==> src/rtl/multichannel_iir_filter_core_defines.svh <==
// ----------------------------------------------------------------------------
// Multichannel IIR filter core - assertion macros
// Shared concurrent assertion shorthands for the filter core.
// ----------------------------------------------------------------------------
`ifndef MULTICHANNEL_IIR_FILTER_CORE_DEFINES_SVH
`define MULTICHANNEL_IIR_FILTER_CORE_DEFINES_SVH

// Same-cycle implication, disabled while reset is asserted.
`define MCIIR_ASSERT_IMP(name, clk, rst_n, ante, cons, msg) \
    name: assert property (@(posedge clk) disable iff (!rst_n) (ante) |-> (cons)) \
        else $error(msg);

// Next-cycle implication, disabled while reset is asserted.
`define MCIIR_ASSERT_NXT(name, clk, rst_n, ante, cons, msg) \
    name: assert property (@(posedge clk) disable iff (!rst_n) (ante) |=> (cons)) \
        else $error(msg);

`endif

==> src/rtl/mciir_pkg.sv <==
// ----------------------------------------------------------------------------
// Multichannel IIR filter package
// Fixed field widths, accumulator size and the control bundle for the MAC.
// ----------------------------------------------------------------------------
`default_nettype none

package mciir_pkg;

    // Fixed widths of the stream fields and the order register.
    localparam int CHAN_W      = 3;
    localparam int CIDX_W      = 6;
    localparam int ORDER_REG_W = 5;

    // Order register value after reset.
    localparam logic [ORDER_REG_W-1:0] ORDER_RESET = 5'd8;

    // Accumulator width; sums wrap modulo 2^ACC_W.
    localparam int ACC_W = 64;

    // Control of the shared multiply-accumulate unit.
    typedef struct packed {
        logic clr;  // start a new sum
        logic en;   // operands are valid this cycle
    } t_mac_ctrl;

endpackage

`default_nettype wire

==> src/rtl/mciir_mac.sv <==
// ----------------------------------------------------------------------------
// Multichannel IIR filter shared MAC
// One registered multiplier feeding a wide wrapping accumulator.
// ----------------------------------------------------------------------------
`default_nettype none

module mciir_mac #(
    parameter int COEF_WIDTH   = 32,
    parameter int SAMPLE_WIDTH = 16
) (
    input  logic                                 i_clk,
    input  logic                                 i_rst_n,
    input  mciir_pkg::t_mac_ctrl                 i_ctrl,
    input  logic signed [COEF_WIDTH-1:0]         i_coef,
    input  logic signed [SAMPLE_WIDTH-1:0]       i_sample,
    output logic signed [mciir_pkg::ACC_W-1:0]   o_acc
);
    import mciir_pkg::*;

    logic signed [ACC_W-1:0] r_prod;
    logic                    r_pvld;
    logic signed [ACC_W-1:0] r_acc;

    // Product stage qualifier.
    always_ff @(posedge i_clk) begin
        if (!i_rst_n) begin
            r_pvld <= 1'b0;
        end else begin
            r_pvld <= i_ctrl.en && !i_ctrl.clr;
        end
    end

    // Registered product, added to the accumulator in the following cycle.
    always_ff @(posedge i_clk) begin
        r_prod <= ACC_W'(i_coef * i_sample);
        if (i_ctrl.clr) begin
            r_acc <= '0;
        end else if (r_pvld) begin
            r_acc <= r_acc + r_prod;
        end
    end

    assign o_acc = r_acc;

endmodule

`default_nettype wire

==> config.mk <==
export PLATFORM = sky130hd
export DESIGN_NAME = mciir_mac
export DESIGN_NICKNAME = d
export VERILOG_FILES = /design/src/rtl/multichannel_iir_filter_core_defines.svh /design/src/rtl/mciir_pkg.sv /design/src/rtl/mciir_mac.sv
export SDC_FILE = /design/constraint.sdc
export NUM_CORES = 2
export LEC_CHECK = 0
export BUFFER_PORTS_ARGS = -buffer_cell sky130_fd_sc_hd__buf_2
export CORE_MARGIN = 2
export CORE_UTILIZATION = 59
export DETAILED_ROUTE_END_ITERATION = 8
export HOLD_SLACK_MARGIN = 0.05
export PLACE_DENSITY = 0.8
export RECOVER_POWER = 100
export SLEW_MARGIN = 30
export SYNTH_ARGS = -nofsm -noshare
export SYNTH_HDL_FRONTEND = slang
export SYNTH_SLANG_ARGS = --single-unit
==> constraint.sdc <==
create_clock -name i_clk -period 5.75 [get_ports i_clk]
set_input_delay 0.2875 -clock i_clk [delete_from_list [all_inputs] [get_ports i_clk]]
set_output_delay 0.2875 -clock i_clk [all_outputs]
set_load 0.1 [all_outputs]
# Yosys cells after proc, flatten, opt, wreduce, memory -nomap -nowiden
# Index checks and enable logic that the tools add are counted.
[totals]
regBits = 113
latchBits = 0
ramBits = 0
mem_bits_ro = 0
input_bits = 52
n_memories = 0
[classes]
add_sub_neg = 1
n_mul = 1
div_mod_pow = 0
magnitude_cmp = 0
n_eq_ne = 0
shifts = 0
mux = 0
bitwise_logic = 0
n_reduce_logical = 2
[ops]
columns = ["operator", "n"]
rows = [
  ["adder 64 x 48 -> 64 bit", 1],
  ["multiplier 32 x 16 -> 48 bit", 1],
  ["logical AND 1 bit", 1],
  ["logical NOT 1 bit", 1],
]

# Logic depth before layout (Yosys ltp)
[depth]
depth_word = 2
depth_mapped = 26
ltp_nobuf = 25

# Least setup slack after synthesis
# OpenSTA, ideal clock, no wires.
[synth_timing]
kind = "input to register"
startpoint = "input port i_coef[12]"
endpoint = "register r_prod[41]"
arrival_ns = 5.807
required_time_ns = 5.626
slack_ns = -0.181
cell_stages = 21
path_cell_list = "clkbuf_1 -> nand2_1 -> fa_1 -> fa_1 -> fa_1 -> inv_1 -> fa_1 -> fa_1 -> inv_1 -> fa_1 -> inv_1 -> ha_1 -> clkbuf_1 -> nand2_1 -> o41ai_2 -> nand4_1 -> a21oi_1 -> nor3_1 -> o31ai_1 -> a31oi_1 -> xnor2_1"
[synth_between]
elab_chain_cells = 1
[synth_lines]
columns = ["item", "line_no", "rtl"]
rows = [
  ["start: declaration", "mciir_mac.sv:14", "input logic signed [COEF_WIDTH-1:0] i_coef,"],
  ["multiplier 32 x 16 -> 48 bit", "mciir_mac.sv:35", "r_prod <= ACC_W'(i_coef * i_sample);"],
  ["end signal: assignment", "mciir_mac.sv:35", ""],
  ["end: declaration", "mciir_mac.sv:20", "logic signed [ACC_W-1:0] r_prod;"],
]
# Every way passes these cells.
# A chain may end at the register's enable or synchronous reset.

# Worst setup path after layout
[layout_timing]
startpoint = "input port i_sample[9]"
endpoint = "register r_prod[45]"
[layout_between]
elab_chain_cells = 1
[layout_lines]
columns = ["item", "line_no", "rtl"]
rows = [
  ["start: declaration", "mciir_mac.sv:15", "input logic signed [SAMPLE_WIDTH-1:0] i_sample,"],
  ["multiplier 32 x 16 -> 48 bit", "mciir_mac.sv:35", ""],
]
# Every way passes these cells.

==> run summary <==
Most frequent cell after synthesis - inv_1
Via Count - 20,800
Antenna Violating Nets Remaining - 0
Global Route Usage Sum - 29.4%
# fillers - 3,109
Worst path most repeated cell - fa_1
Largest area contributor in the netlist - fa_1
Worst-path clk slew - 0.06 ns
Wire length per cell - 17.9 um
Clk sinks - 113
Core ar. - 41,800 um^2
Seq/Total Area, Yosys - 9.09%
Num CTS Buffers - 17
CP max stage cell - fa_1
Layout area overhead - 16.1%
First-pass GRT wire length - 105,000 um
Final core utilization - 69.2%
Total die area - 43,900 um^2
1st-iter DRT viols - 1,789
Dominant cells by area after synthesis - fa_1, dfxtp_1, inv_1, ha_1, nand2_1
Drt drc - 0
Critical Path AT - 6.10 ns
Row count - 75
Post-synth EDFFs - 0
Post-synth ARST share - 0%
Clock root cell - clkbuf_16
Cts hold-fix bufs - 0
Routability Congestion - 0.944
Max Root-Sink Buffers - 2
Post-synthesis cell count - 2,882
H-Tree Level Count - 4
Synth top area share - 39.2%
Final hold vios - 0
Distinct cells, synth - 80
Hold Slack - 0.110 ns
DR vias/cell - 5.61
CP max stage delay - 0.58 ns
Min cycle time layout - 5.76 ns
Main synth FF type - dfxtp_1
Worst slew pin tran - 3.32 ns
Slew Limit Fails - 73
Largest net degree at the start of global routing - 70
RSZ-0062 raised after global routing - yes
Post-synth top cells - inv_1, fa_1, nand2_1
Area of the multi-input gates - 20,200 um^2
Die X-Extent - 209 um
Number of global-route vias before repair - 21,500
Crit path capture type - flip-flop
CTS tree - yes
Max_cap viols - 2
# setup viols final - 1
Crit start category - input port
Initial antenna violation count - 2
Synthesized area - 24,900 um^2
Seq cells post-synth - 113
I/O Buffers - 115
Avg Inst Size Synth - 8.64 um^2
Failing checks - max-capacitance violations, max-slew violations, negative setup slack
Hpwl dp - 54,100 um
Share of cells above drive strength 1 - 13.9%
Max Fclk - 0.174 GHz
Initial core utilization - 59.6%
# nets final - 3,869
Relative slew slack - -121%
Syn. warnings - 0
Max Clock Skew - 0.0110 ns
Skew-Pair Late Insertion Delay - 0.42 ns
Num ports - 116
CP max FO - 6
Crit Path Category - input port to flip-flop
Fin worst setup slack - -0.00827 ns
Worst min-delay path class - input port to flip-flop
Iteration count of the initial detailed-routing pass - 6
Worst path required time - 6.09 ns
Syn nets - 3,598
Gr ovfl total - 0
Chip Height - 209 um
Final worst-path cycle share - 100%
Total wire length - 66,200 um
Sequential cell area - 2260 um^2
Run status - finished with violations
==> metrics by stage <==
step	cell area [um^2]	setup TNS, ns	setup slack [ns]	std cells
final	28900	-0.00827	-0.00827	3706
after global routing	28900	-0.323	-0.0954	3705
after CTS	28400	0	0.000607	3688
after detailed placement	27700	-9.94	-0.654	3654
after global placement	27700	-5.90	-0.430	3654
after floorplan	25000	0	0.00626	2882
==> cell type report <==
class | instances | area share (%)
Antenna cell | 1 | 0.00866
Clock buffer | 18 | 1.52
Tap cell | 539 | 2.33
Timing Repair Buffer | 379 | 10.2
Multi-Input combinational cell | 2047 | 69.8
Inverter | 595 | 7.74
Clock inverter | 14 | 0.537
Sequential cell | 113 | 7.83
==> cells in the final DEF, fill, tap and decap left out, types with 16 or more instances in the layout <==
master and n:
fa_1 470, buf_12 18, clkbuf_16 22, xor2_1 34
o21a_1 19, buf_4 236, a21o_1 68, o21ai_0 55
dfxtp_1 113, nor2_1 123, xnor2_1 61, nand2_1 358
ha_1 169, nor3_1 20, fa_2 17, buf_2 25
and3_1 20, clkbuf_1 68, a21oi_1 119, nand3_1 23
buf_6 18, a211oi_1 16, and2_1 199, nand4_1 25
inv_1 583, mux2i_1 37, o21bai_1 17
==> final timing paths <==
kind	start	end	slack (ns)	cells after the start
setup / recovery	i_sample[9]	r_prod[45]	-0.008	26
setup reg to reg	r_prod[0]	o_acc[56]	1.08	13
hold / removal	i_ctrl[0]	r_pvld	0.11	2
hold reg to reg	o_acc[60]	o_acc[60]	0.49	2
==> metal layers <==
| layer | routed length (um) | up-vias | global-route usage, % |
|---|---|---|---|
| li1 | - | 9438 | - |
| met1 | 27200 | 10300 | 39.6 |
| met2 | 31500 | 888 | 48.8 |
| met3 | 5260 | 167 | 4.97 |
| met4 | 2250 | 2 | 9.41 |
| met5 | 7 | - | 0 |
==> registers in the layout, indices dropped and copies added, names as in the netlist <==
register  cells
o_acc        64
r_prod       48
r_pvld        1
==> what timing repair did <==
| item | 4_1_cts | 5_1_grt |
|---|---|---|
| pin swaps | 6 | 47 |
| endpoints found under the setup margin | 12 | 19 |
| resized for setup | 11 | 150 |
| gates cloned | 0 | 5 |
| setup buffers | 2 | 12 |
==> logic make-up (layout without fill, tap and decap cells) <==
kind of cell,count (synthesis),count (layout),synth area share [%]
adder cells (fa/ha/maj),664,664,48.1
XOR/XNOR,95,95,3.34
AND/OR/NAND/NOR,841,841,16.1
multiplexers,38,38,1.53
flip-flops,113,113,9.09
buffers and inverters,722,1006,11.0
other,0,1,0
AO/OA/AOI/OAI,409,409,10.9
==> worst max-delay path: cells and delay by family <==
family | cells | cell delay, ns
buf+inv | 8 | 0.88
fa+ha+maj | 7 | 3.28
simple gates | 3 | 0.25
xor+xnor | 1 | 0.13
compound gates | 7 | 1.27
Power is left out: the tool's default activity adds up to more than one toggle a clock period on the data nets, which glitch-free logic cannot reach.
